--- config.mk ---
export PLATFORM = sky130hd
export DESIGN_NAME = lru_lookup_cost_counter
export DESIGN_NICKNAME = d
export VERILOG_FILES = /design/src/sv/lru_lcc_pkg.sv /design/src/sv/lru_lookup_cost_counter.sv /design/src/sv/lru_lcc_cell.sv
export SDC_FILE = /design/constraint.sdc
export NUM_CORES = 2
export LEC_CHECK = 0
export BUFFER_PORTS_ARGS = -buffer_cell sky130_fd_sc_hd__buf_2
export CAP_MARGIN = 5
export CORE_ASPECT_RATIO = 1.1
export CORE_MARGIN = 2
export CORE_UTILIZATION = 58
export DETAILED_ROUTE_END_ITERATION = 6
export PLACE_DENSITY = 0.77
export SLEW_MARGIN = 25
export SYNTH_ARGS = -nofsm -noshare
export SYNTH_HDL_FRONTEND = slang
export SYNTH_HIERARCHICAL = 1
export SYNTH_SLANG_ARGS = --single-unit
--- constraint.sdc ---
create_clock -name i_clk -period 16.7 [get_ports i_clk]
set_input_delay 1.67 -clock i_clk [delete_from_list [all_inputs] [get_ports i_clk]]
set_output_delay 1.67 -clock i_clk [all_outputs]
set_load 0.01 [all_outputs]
--- src/sv/lru_lcc_pkg.sv ---
// Shared constants, types and the case-fold function for the LRU lookup block.
// No dependencies; used by the cell row, the top level and the checker.
package lru_lcc_pkg;

    localparam int unsigned KEY_W      = 64;
    localparam int unsigned SLOT_W     = 5;
    localparam int unsigned TOTAL_W    = 32;
    localparam int unsigned SIZE_W     = 6;
    localparam int unsigned COST_W     = 8;
    localparam int unsigned CFG_IDX_W  = 2;
    localparam int unsigned CFG_DATA_W = 8;
    localparam int unsigned DEF_WAYS   = 32;

    // Configuration register indexes
    localparam logic [CFG_IDX_W-1:0] CFG_CACHE_SIZE = 2'd0;
    localparam logic [CFG_IDX_W-1:0] CFG_HIT_COST   = 2'd1;
    localparam logic [CFG_IDX_W-1:0] CFG_MISS_COST  = 2'd2;

    // Register reset values
    localparam logic [SIZE_W-1:0] RST_CACHE_SIZE = 6'd0;
    localparam logic [COST_W-1:0] RST_HIT_COST   = 8'd1;
    localparam logic [COST_W-1:0] RST_MISS_COST  = 8'd5;

    // Command broadcast from the controller to every cell
    typedef struct packed {
        logic             clear;   // drop all entries (start of run)
        logic             update;  // apply lookup result this cycle
        logic             hit;     // lookup hit: touch the matching entry
        logic             fill;    // miss with room: fill the free entry
        logic [KEY_W-1:0] key;     // folded key
    } t_cell_cmd;

    // Fold 'A'..'Z' to lower case in each of the eight bytes
    function automatic logic [KEY_W-1:0] fold_case(input logic [KEY_W-1:0] k);
        logic [KEY_W-1:0] r;
        logic [7:0]       b;
        r = '0;
        for (int i = 0; i < 8; i++) begin
            b = k[8*i +: 8];
            if (b >= 8'h41 && b <= 8'h5A) begin
                b = b + 8'h20;
            end
            r[8*i +: 8] = b;
        end
        return r;
    endfunction

endpackage

--- src/sv/lru_lookup_cost_counter.sv ---
// Taking a request on start raises busy; o_done is registered from busy and rises
// in the cycle after busy. No new request is taken while busy; busy covers the single
// cycle in which the cell row compares the key and updates tags and recency ranks.
// Results show for one cycle on o_done; the receiver cannot stall.
// Reset (i_rst_n, synchronous): entries invalid, total zero, registers to defaults, idle.
module lru_lookup_cost_counter #(
    parameter int unsigned WAYS = lru_lcc_pkg::DEF_WAYS
) (
    input  logic                                   i_clk,
    input  logic                                   i_rst_n,
    // request channel
    input  logic                                   start,
    output logic                                   busy,
    input  logic [lru_lcc_pkg::KEY_W-1:0]          i_key,
    input  logic                                   i_first_of_run,
    // result channel
    output logic                                   o_done,
    output logic                                   o_hit,
    output logic [lru_lcc_pkg::SLOT_W-1:0]         o_slot,
    output logic [lru_lcc_pkg::TOTAL_W-1:0]        o_total_cost,
    // configuration write port
    input  logic                                   i_cfg_we,
    input  logic [lru_lcc_pkg::CFG_IDX_W-1:0]      i_cfg_idx,
    input  logic [lru_lcc_pkg::CFG_DATA_W-1:0]     i_cfg_wdata
);

    localparam int unsigned IW = (WAYS > 1) ? $clog2(WAYS) : 1;
    localparam int unsigned CW = $clog2(WAYS + 1);
    localparam int unsigned TW = lru_lcc_pkg::TOTAL_W;

    // Configuration registers
    logic [lru_lcc_pkg::SIZE_W-1:0] r_cache_size;
    logic [lru_lcc_pkg::COST_W-1:0] r_hit_cost;
    logic [lru_lcc_pkg::COST_W-1:0] r_miss_cost;

    // Control and accounting
    logic                          r_busy;
    logic [lru_lcc_pkg::KEY_W-1:0] r_key;
    logic [CW-1:0]                 r_used;
    logic [TW-1:0]                 r_total;
    logic [TW-1:0]                 n_total;
    logic [CW-1:0]                 n_used;

    // Result registers
    logic                            r_done;
    logic                            r_hit;
    logic [lru_lcc_pkg::SLOT_W-1:0]  r_slot;

    logic                   accept;
    logic [CW-1:0]          size_eff;
    logic                   size_zero;
    logic                   room;
    logic [IW-1:0]          fill_idx;
    logic [IW-1:0]          lru_rank;
    logic [IW-1:0]          slot_sel;
    logic                   hit_now;
    logic [lru_lcc_pkg::COST_W-1:0] cost;
    logic [TW:0]            sum;
    lru_lcc_pkg::t_cell_cmd cmd;

    // Lookup chain through the cell row
    logic          w_hit      [0:WAYS];
    logic [IW-1:0] w_hit_slot [0:WAYS];
    logic [IW-1:0] w_hit_rank [0:WAYS];
    logic [IW-1:0] w_lru_slot [0:WAYS];

    assign accept = start && !r_busy;

    // Configuration writes; indexes past the list are ignored
    always_ff @(posedge i_clk) begin
        if (!i_rst_n) begin
            r_cache_size <= lru_lcc_pkg::RST_CACHE_SIZE;
            r_hit_cost   <= lru_lcc_pkg::RST_HIT_COST;
            r_miss_cost  <= lru_lcc_pkg::RST_MISS_COST;
        end else if (i_cfg_we) begin
            unique case (i_cfg_idx)
                lru_lcc_pkg::CFG_CACHE_SIZE:
                    r_cache_size <= i_cfg_wdata[lru_lcc_pkg::SIZE_W-1:0];
                lru_lcc_pkg::CFG_HIT_COST:  r_hit_cost  <= i_cfg_wdata;
                lru_lcc_pkg::CFG_MISS_COST: r_miss_cost <= i_cfg_wdata;
                default: ;
            endcase
        end
    end

    // Effective size and miss handling selection
    always_comb begin
        if (32'(r_cache_size) < WAYS) begin
            size_eff = CW'(r_cache_size);
        end else begin
            size_eff = CW'(WAYS);
        end
        size_zero = (size_eff == '0);
        room      = (r_used < size_eff);
        fill_idx  = r_used[IW-1:0];
        lru_rank  = IW'(r_used - 1'b1);
        hit_now   = !size_zero && w_hit[WAYS];
    end

    // Command to the cells
    always_comb begin
        cmd.clear  = accept && i_first_of_run;
        cmd.update = r_busy && !size_zero;
        cmd.hit    = w_hit[WAYS];
        cmd.fill   = room;
        cmd.key    = r_key;
    end

    assign w_hit[0]      = 1'b0;
    assign w_hit_slot[0] = '0;
    assign w_hit_rank[0] = '0;
    assign w_lru_slot[0] = '0;

    for (genvar g = 0; g < WAYS; g++) begin : g_cell
        lru_lcc_cell #(
            .WAYS (WAYS),
            .IDX  (g)
        ) u_cell (
            .i_clk         (i_clk),
            .i_rst_n       (i_rst_n),
            .i_cmd         (cmd),
            .i_limit       (w_hit_rank[WAYS]),
            .i_lru_rank    (lru_rank),
            .i_fill_idx    (fill_idx),
            .i_hit_in      (w_hit[g]),
            .i_hit_slot_in (w_hit_slot[g]),
            .i_hit_rank_in (w_hit_rank[g]),
            .i_lru_slot_in (w_lru_slot[g]),
            .o_hit         (w_hit[g+1]),
            .o_hit_slot    (w_hit_slot[g+1]),
            .o_hit_rank    (w_hit_rank[g+1]),
            .o_lru_slot    (w_lru_slot[g+1])
        );
    end

    // Slot, count and saturating total for the request in flight
    always_comb begin
        if (size_zero) begin
            slot_sel = '0;
        end else if (w_hit[WAYS]) begin
            slot_sel = w_hit_slot[WAYS];
        end else if (room) begin
            slot_sel = fill_idx;
        end else begin
            slot_sel = w_lru_slot[WAYS];
        end
        n_used = r_used;
        if (!size_zero && !w_hit[WAYS] && room) begin
            n_used = r_used + 1'b1;
        end
        cost    = hit_now ? r_hit_cost : r_miss_cost;
        sum     = {1'b0, r_total} + (TW + 1)'(cost);
        n_total = sum[TW] ? '1 : sum[TW-1:0];
    end

    // Request tracking and accounting state
    always_ff @(posedge i_clk) begin
        if (!i_rst_n) begin
            r_busy  <= 1'b0;
            r_done  <= 1'b0;
            r_used  <= '0;
            r_total <= '0;
        end else begin
            r_done <= r_busy;
            if (accept) begin
                r_busy <= 1'b1;
                if (i_first_of_run) begin
                    r_used  <= '0;
                    r_total <= '0;
                end
            end else if (r_busy) begin
                r_busy  <= 1'b0;
                r_used  <= n_used;
                r_total <= n_total;
            end
        end
    end

    // Key capture and result payload
    always_ff @(posedge i_clk) begin
        if (accept) begin
            r_key <= lru_lcc_pkg::fold_case(i_key);
        end
        if (r_busy) begin
            r_hit  <= hit_now;
            r_slot <= lru_lcc_pkg::SLOT_W'(slot_sel);
        end
    end

    assign busy         = r_busy;
    assign o_done       = r_done;
    assign o_hit        = r_hit;
    assign o_slot       = r_slot;
    assign o_total_cost = r_total;

endmodule

--- src/sv/lru_lcc_cell.sv ---
// One entry of the tag store: tag, valid bit and recency rank.
// Depends on lru_lcc_pkg; instantiated as a row by lru_lookup_cost_counter.
module lru_lcc_cell #(
    parameter int unsigned WAYS = lru_lcc_pkg::DEF_WAYS,
    parameter int unsigned IDX  = 0
) (
    input  logic                                      i_clk,
    input  logic                                      i_rst_n,
    input  lru_lcc_pkg::t_cell_cmd                    i_cmd,
    input  logic [((WAYS > 1) ? $clog2(WAYS) : 1)-1:0] i_limit,
    input  logic [((WAYS > 1) ? $clog2(WAYS) : 1)-1:0] i_lru_rank,
    input  logic [((WAYS > 1) ? $clog2(WAYS) : 1)-1:0] i_fill_idx,
    input  logic                                      i_hit_in,
    input  logic [((WAYS > 1) ? $clog2(WAYS) : 1)-1:0] i_hit_slot_in,
    input  logic [((WAYS > 1) ? $clog2(WAYS) : 1)-1:0] i_hit_rank_in,
    input  logic [((WAYS > 1) ? $clog2(WAYS) : 1)-1:0] i_lru_slot_in,
    output logic                                      o_hit,
    output logic [((WAYS > 1) ? $clog2(WAYS) : 1)-1:0] o_hit_slot,
    output logic [((WAYS > 1) ? $clog2(WAYS) : 1)-1:0] o_hit_rank,
    output logic [((WAYS > 1) ? $clog2(WAYS) : 1)-1:0] o_lru_slot
);

    localparam int unsigned IW = (WAYS > 1) ? $clog2(WAYS) : 1;
    localparam logic [IW-1:0] MY_IDX = IW'(IDX);

    logic [lru_lcc_pkg::KEY_W-1:0] r_tag;
    logic                          r_valid;
    logic [IW-1:0]                 r_rank;

    logic match;
    logic is_lru;
    logic is_free;
    logic target;
    logic age;

    // Local compare and selection
    always_comb begin
        match   = r_valid && (r_tag == i_cmd.key);
        is_lru  = r_valid && (r_rank == i_lru_rank);
        is_free = (MY_IDX == i_fill_idx);
        if (i_cmd.hit) begin
            target = match;
        end else if (i_cmd.fill) begin
            target = is_free;
        end else begin
            target = is_lru;
        end
        // On a hit only entries more recent than the touched one age
        age = r_valid && !target && (!i_cmd.hit || (r_rank < i_limit));
    end

    // Hand lookup results down the row
    assign o_hit      = i_hit_in | match;
    assign o_hit_slot = i_hit_slot_in | (match ? MY_IDX : '0);
    assign o_hit_rank = i_hit_rank_in | (match ? r_rank : '0);
    assign o_lru_slot = i_lru_slot_in | (is_lru ? MY_IDX : '0);

    // Valid bit and recency rank
    always_ff @(posedge i_clk) begin
        if (!i_rst_n) begin
            r_valid <= 1'b0;
            r_rank  <= '0;
        end else if (i_cmd.clear) begin
            r_valid <= 1'b0;
            r_rank  <= '0;
        end else if (i_cmd.update) begin
            if (target) begin
                r_valid <= 1'b1;
                r_rank  <= '0;
            end else if (age) begin
                r_rank <= r_rank + 1'b1;
            end
        end
    end

    // Tag written on fill or replace
    always_ff @(posedge i_clk) begin
        if (i_cmd.update && target && !i_cmd.hit) begin
            r_tag <= i_cmd.key;
        end
    end

endmodule

* Word-level counts from Yosys, hierarchy flattened
Cells that the tools add are included.
** Word-level totals
- Register bits :: 2372
- Input bits :: 79
- Output and inout bits :: 40
- Word-level logic and storage cells :: 1043
** Cells by class
- Add/subtract/negate cells :: 43
- $lt $le $gt $ge :: 50
- Equal/unequal tests :: 98
- Multiplexer cells :: 243
- Bitwise logic cells :: 123
- Reduce and logical (&&, ||, !) cells :: 380
** Operator list (count)
- == test 64 bit :: 32
- 2-to-1 mux 5 bit :: 130
- bitwise OR 5 bit :: 89
- logical AND 1 bit :: 206
- adder 5 x 1 -> 5 bit, second input constant :: 32
- == test 5 bit :: 32
- < comparator 5 bit :: 32
- AND reduction 2 bit :: 68
- 2-to-1 mux 32 bit :: 4
- == test 5 bit, first input constant :: 16
- 2-to-1 mux 8 bit :: 9
- nonzero test 2 bit :: 34
- 2-to-1 mux 1 bit :: 67
- adder 8 x 6 -> 8 bit, second input constant :: 8
- greater-or-equal comparator 8 x 7 -> 1 bit, second input constant :: 8
- less-or-equal comparator 8 x 7 -> 1 bit, second input constant :: 8
- 2-to-1 mux 4 bit :: 16
- == test 4 x 5 -> 1 bit, first input constant :: 8
- zero test 1 bit :: 35
- adder 32 x 8 -> 33 bit :: 1
- logical OR 1 bit :: 32
- bitwise OR 1 bit :: 31
- 2-to-1 mux 6 bit :: 5
- 2-to-1 mux 3 bit :: 8
- other kinds (18) :: 26

* Logic depth before layout (Yosys ltp)
- Depth after elaboration :: 39
- Mapped depth :: 50
- Depth with buffers taken out :: 48

* Hierarchy
Netlist, hierarchy kept.
** Modules (own cells, without submodules)
- lru_lcc_cell (g_cell[11].u_cell ...) :: instances 7, cells an instance 236, area each 3316.9 µm², sequential area each 2042.0 µm²
- lru_lcc_cell (g_cell[10].u_cell ...) :: instances 4, cells an instance 272, area each 3547.2 µm², sequential area each 2042.0 µm²
- lru_lcc_cell (g_cell[15].u_cell ...) :: instances 3, cells an instance 253, area each 3382.0 µm², sequential area each 2042.0 µm²
- lru_lcc_cell (g_cell[17].u_cell ...) :: instances 2, cells an instance 272, area each 3544.6 µm², sequential area each 2042.0 µm²
- lru_lcc_cell (g_cell[20].u_cell ...) :: instances 2, cells an instance 281, area each 3519.6 µm², sequential area each 2042.0 µm²
- lru_lcc_cell (g_cell[23].u_cell ...) :: instances 2, cells an instance 274, area each 3468.3 µm², sequential area each 2042.0 µm²
- lru_lcc_cell (g_cell[1].u_cell ...) :: instances 2, cells an instance 247, area each 3370.7 µm², sequential area each 2042.0 µm²
- lru_lcc_cell (g_cell[4].u_cell ...) :: instances 2, cells an instance 239, area each 3320.7 µm², sequential area each 2042.0 µm²
- lru_lcc_cell (g_cell[13].u_cell ...) :: instances 2, cells an instance 236, area each 3319.4 µm², sequential area each 2042.0 µm²
- lru_lookup_cost_counter :: instances 1, cells an instance 586, area each 6323.6 µm², sequential area each 3343.2 µm²
- lru_lcc_cell (g_cell[31].u_cell) :: instances 1, cells an instance 285, area each 3552.2 µm², sequential area each 2042.0 µm²
- lru_lcc_cell (g_cell[12].u_cell) :: instances 1, cells an instance 280, area each 3530.9 µm², sequential area each 2042.0 µm²
- lru_lcc_cell (g_cell[3].u_cell) :: instances 1, cells an instance 273, area each 3498.4 µm², sequential area each 2042.0 µm²
- lru_lcc_cell (g_cell[0].u_cell) :: instances 1, cells an instance 249, area each 3390.8 µm², sequential area each 2042.0 µm²
- 2 more rows

* Worst setup path before layout
OpenSTA, ideal clock, no wires.
- Path kind :: reg-to-reg
- Start point :: register r_key[23] in the netlist's numbering
- End point :: register g_cell[31].u_cell.r_rank[0]
- Library setup time :: 0.137 ns
- Arrival :: 16.008 ns
- Required time :: 16.563 ns
- Slack :: 0.556 ns
- Cell stages (with the launch flop) :: 42
- Path through :: edfxtp_1 > xnor2_1 > nand4_1 > nor4_1 > nand4_1 > nor2_1 > or2_2 > or2_1 > or2_1 > or2_1 > or2_2 > or2_1 > or2_1 > or2_1 > or2_2 > or2_1 > or2_1 > or2_1 > [6 not listed] > or2_1 > or2_1 > or2_1 > or2_1 > or2_1 > or2_1 > or2_1 > or2_1 > or2_1 > or2_1 > or2_1 > or2_1 > or2_1 > or2_2 > buf_6 > nor3b_1 > or2_2 > nor3_1
** RTL lines
- start, declared :: RTL line lru_lookup_cost_counter.sv:38 : logic [lru_lcc_pkg::KEY_W-1:0] r_key;
- start signal, assigned :: RTL line lru_lookup_cost_counter.sv:182 : r_key <= lru_lcc_pkg::fold_case(i_key);
- end signal, assigned :: RTL line lru_lcc_cell.sv:71 : r_rank <= r_rank + 1'b1;
- end, declared :: RTL line lru_lcc_cell.sv:28 : logic [IW-1:0] r_rank;

==> metrics.md <==
| Metric | Value |
|---|---|
| Status | finished, violations left |
| Failing checks | design-rule violations |
| Tmin final | 12.72 ns |
| Total grt overflow | 0 |
| FF-to-FF path depth | 49 |
| Max-Slew Margin vs Limit | 19.7% |
| CTS Hold Buffers Added | 0 |
| Cell mode on critical path | sky130_fd_sc_hd__or2_1 |
| Nature of the critical path startpoint | flip-flop |
| Post-synthesis average cell area | between 10 and 15 µm² |
| Share of layout cells above drive strength 1 | 12.0% |
| Height of the chip | between 400 and 500 µm |
| Setup Viol. Count Final | 0 |
| Buffer type at the clock tree root | sky130_fd_sc_hd__clkbuf_16 |
| Via count | around 77000 |
| DIE AREA | 203000 µm² |
| Post-CTS Repair Setup Buffers | 0 |
| Highest clock frequency the design can meet | 78.6 MHz |
| Yosys reg bits | 2372 |
| Post-cts repair resize count | 0 |
| Via count of the first global-routing pass | 74500 |
| Fraction of registers with async set or reset after synthesis | 0% |
| Category of the worst setup path capture point | flip-flop |
| Slew at the pin closest to its max-slew limit | 1.19 ns |
| Final-report max-slew violation count | 0 |
| Instance count on the critical path | 49 |
| Maximum clock path buffer count | 3 |
| Library cells used by synthesis | 123 |
| Clock transition at the register clock pins on the worst setup and hold paths after CTS | 0.06 ns |
| Number of levels the H-tree was split into | 4 |
| Standard-cell row count | 171 |
| Final net count | between 9000 and 10000 |
| Clock network fraction of total power | just over 40% |
| Count of cells along the worst hold path | 0 |
| Dominant register cell in the synthesized netlist | sky130_fd_sc_hd__edfxtp_1 |
| Arrival time of the worst setup path | 13.55 ns |
| Area Overhead vs Synth | 10.5% |
| Maximum fanout along the worst path | 30 |
| Yosys warnings | 6 |
| Register share of total power | approximately half |
| TritonCTS clock tree | built |
| Number of enable-type register cells in the synthesized netlist | 2118 |
| Initial standard-cell utilization of the core | about three fifths |
| Number of optimization iterations in the first detailed-route pass | 7 |
| Internal power consumption | ~9.7 mW |
| Crit path required time | 17.54 ns |
| Sinks on the clock net | around 2400 |
| Total Power Consumption | 12.7 mW |
| Post-route ant nets | 0 |
| Clock buffer count from CTS | about 230 |
| Setup repair after global routing missed its margin | false |
| Die width | 430 µm |
| Portion of total power attributed to combinational logic | 7.6% |
| Critical path start-end classification | reg -> reg |
| Num ports | 119 |
| DR vias/cell | 6.41 |
| Total of buffers placed on input and output ports | 118 |
| Sequential fraction of the synthesis area | approximately three fifths |
| Core box area | a little under 200000 µm² |
| Clock insertion delay at the later pin of the skew report | 0.89 ns |
| Post-Synthesis Cell Area | ~120000 µm² |
| Final period util | 76.2% |
| Worst IR Drop VDD | 104 µV |
| Slowest cell on the critical path | sky130_fd_sc_hd__edfxtp_1 |
| DRC Markers | 3 |
| Buffer and inverter count on the worst path | 2 |
| Total global routing track utilization | approximately 33% |
| Wire length of the first global-routing pass | slightly below 500000 µm |
| Longest individual stage delay on the worst path | 0.70 ns |
| Number of antenna violations at the first check in global routing | 19 |
| Cells after synthesis | around 9000 |
| Starting DRT DRC Count | between 9000 and 10000 |
| WHS | 0.481 ns |
| Worst clock skew on the final layout | around 0.054 ns |
| Maximum number of pins on one net before global-route repair | 75 |
| Routed Wire Length | about 340000 µm |
| Power per Cell Area | approximately 100 nW/µm² |
| Final count of hold timing violations | 0 |
| Switching share of total power | 23.5% |
| Routability congestion estimate | 0.930 |
| CP top delay family | simple AND/OR/NAND/NOR gates |
| Routed wirelength normalized by instance count | roughly 28 µm |
| Switching component of the power | 2.98 mW |
| Worst Hold Class | reg -> reg |
| Total Negative Setup Slacks | 0 ns |
| DPL Wire Length | 218000 µm |
| Reported max-cap violation count | 0 |
| Setup slack of the most critical reg-to-reg path | 3.98 ns |
| Static Leakage | 43.3 nW |
## final timing paths
check	start	to
max	r_key[53]	o_total_cost[3]
max reg2reg	r_key[53]	o_total_cost[3]
min	r_key[49]	g_cell[19].u_cell/r_tag[49]
min reg2reg	r_key[49]	g_cell[19].u_cell/r_tag[49]
## state kept, by name (all words and copies together), names as in the netlist
| signal | flops |
|---|---|
| r_hit_cost | 8 |
| busy | 1 |
| o_hit | 1 |
| g_cell.u_cell/r_valid | 32 |
| r_miss_cost | 8 |
| o_total_cost | 32 |
| r_key | 64 |
| o_slot | 5 |
| r_used | 6 |
| o_done | 1 |
| g_cell.u_cell/r_tag | 2048 |
| r_cache_size | 6 |
| g_cell.u_cell/r_rank | 160 |
## layout make-up
type                       count  area [µm²]
fill                       14300       70000
sequential                  2372       68700
multi-input combinational   5676       43700
clock buffer                 265        5810
tap                         2595        3250
timing repair buffer         375        2750
inverter                     503        1890
clock inverter               158        1600
antenna                        7        17.5
## power groups by stage
stage / clock network [mW] / registers, mW / logic [mW]
after detailed placement: 0 / 6.63 / 0.940
after floorplan: 0 / 6.77 / 0.452
final: 5.19 / 6.50 / 0.968
after CTS: 5.23 / 6.50 / 0.946
after global placement: 0 / 6.63 / 0.917
after global routing: 5.44 / 6.50 / 1.01
## metal layers
metal  wire [µm]  track usage [%]  vias to the layer above
met3       37900             7.01                      895
met1      130000             44.1                    38000
met2      155000             51.6                     4528
li1            -                -                    33200
met5         132                0                        -
met4       17100             14.8                       18
## cell families (layout without fill, tap and decap cells)
family	Yosys count	in the layout	synth area share, %
other	1	23	0.00325
buffers and inverters	712	1301	2.97
multiplexers	53	53	0.478
flip-flops	2372	2372	59.5
AO/OA/AOI/OAI	974	974	6.70
AND/OR/NAND/NOR	2521	2521	13.8
adder cells (fa/ha/maj)	184	184	2.00
XOR/XNOR	1928	1928	14.6
## cell usage in the layout (no fill, tap or decap), types with 37 or more instances in the layout
cell | Yosys | routed
sky130_fd_sc_hd__a211oi_1 | 58 | 57
sky130_fd_sc_hd__a21o_1 | 188 | 187
sky130_fd_sc_hd__a21oi_1 | 125 | 116
sky130_fd_sc_hd__and3_1 | 52 | 43
sky130_fd_sc_hd__buf_2 | 8 | 118
sky130_fd_sc_hd__buf_4 | 160 | 239
sky130_fd_sc_hd__clkbuf_1 | 20 | 38
sky130_fd_sc_hd__clkbuf_16 | 0 | 226
sky130_fd_sc_hd__clkinv_1 | 0 | 57
sky130_fd_sc_hd__clkinv_2 | 0 | 37
sky130_fd_sc_hd__dfxtp_1 | 254 | 251
sky130_fd_sc_hd__edfxtp_1 | 2118 | 2118
sky130_fd_sc_hd__ha_1 | 183 | 183
sky130_fd_sc_hd__inv_1 | 495 | 490
sky130_fd_sc_hd__nand2_1 | 272 | 272
sky130_fd_sc_hd__nand2b_1 | 380 | 380
sky130_fd_sc_hd__nand3_1 | 165 | 165
sky130_fd_sc_hd__nand4_1 | 511 | 511
sky130_fd_sc_hd__nor2_1 | 123 | 122
sky130_fd_sc_hd__nor2b_1 | 109 | 107
sky130_fd_sc_hd__nor3_1 | 124 | 122
sky130_fd_sc_hd__nor4_1 | 201 | 200
sky130_fd_sc_hd__nor4_2 | 39 | 40
sky130_fd_sc_hd__o2111ai_1 | 77 | 77
sky130_fd_sc_hd__o21ai_0 | 37 | 37
sky130_fd_sc_hd__o21ai_1 | 51 | 51
sky130_fd_sc_hd__o22ai_1 | 77 | 77
sky130_fd_sc_hd__or2_1 | 103 | 103
sky130_fd_sc_hd__or2_2 | 97 | 96
sky130_fd_sc_hd__xnor2_1 | 1421 | 1420
sky130_fd_sc_hd__xor2_1 | 507 | 505
## per-stage QoR
step	instance area (µm²)	std cells	utilization (%)	setup WS, ns
global route	128000	11900	64.6	3.31
finish	128000	12000	64.6	3.98
CTS	128000	11900	64.6	4.09
detailed placement	120000	11500	60.8	4.12
floorplan	116000	8760	-	0.556
global placement	120000	11500	60.8	4.00
## synth_stat cells (20+ instances only)
library cell / count / area share [%]
sky130_fd_sc_hd__nand4b_1: 20 / 0.15
sky130_fd_sc_hd__and2_1: 23 / 0.12
sky130_fd_sc_hd__nor2_1: 123 / 0.40
sky130_fd_sc_hd__nor2b_1: 109 / 0.59
sky130_fd_sc_hd__o22ai_1: 77 / 0.42
sky130_fd_sc_hd__nor4_2: 39 / 0.42
sky130_fd_sc_hd__nor4b_1: 27 / 0.20
sky130_fd_sc_hd__or2_1: 103 / 0.56
sky130_fd_sc_hd__or3_1: 22 / 0.12
sky130_fd_sc_hd__o21ai_1: 51 / 0.22
sky130_fd_sc_hd__a22oi_1: 23 / 0.15
sky130_fd_sc_hd__o21ai_0: 37 / 0.16
sky130_fd_sc_hd__dfxtp_1: 254 / 4.4
sky130_fd_sc_hd__o211ai_1: 27 / 0.18
sky130_fd_sc_hd__or2_2: 97 / 0.53
sky130_fd_sc_hd__a21oi_1: 125 / 0.54
sky130_fd_sc_hd__nor4_1: 201 / 1.1
sky130_fd_sc_hd__a211oi_1: 58 / 0.38
sky130_fd_sc_hd__nor3_2: 22 / 0.19
sky130_fd_sc_hd__o2111ai_1: 77 / 0.58
sky130_fd_sc_hd__nor3b_1: 27 / 0.18
sky130_fd_sc_hd__o221ai_1: 36 / 0.27
sky130_fd_sc_hd__nand4_1: 511 / 2.8
sky130_fd_sc_hd__inv_1: 495 / 1.6
sky130_fd_sc_hd__nand3_1: 165 / 0.71
sky130_fd_sc_hd__nand2_1: 272 / 0.88
sky130_fd_sc_hd__a21o_1: 188 / 1.2
sky130_fd_sc_hd__mux2i_1: 36 / 0.31
sky130_fd_sc_hd__xnor2_1: 1421 / 11
sky130_fd_sc_hd__buf_4: 160 / 1.0
sky130_fd_sc_hd__nor3_1: 124 / 0.54
sky130_fd_sc_hd__and3_1: 52 / 0.28
sky130_fd_sc_hd__a31oi_1: 24 / 0.13
sky130_fd_sc_hd__o21a_1: 24 / 0.16
sky130_fd_sc_hd__clkbuf_1: 20 / 0.065
sky130_fd_sc_hd__nand2b_1: 380 / 2.1
sky130_fd_sc_hd__ha_1: 183 / 2.0
sky130_fd_sc_hd__edfxtp_1: 2118 / 55
sky130_fd_sc_hd__xor2_1: 507 / 3.8
No activity file was read; power rests on OpenSTA's default activity.
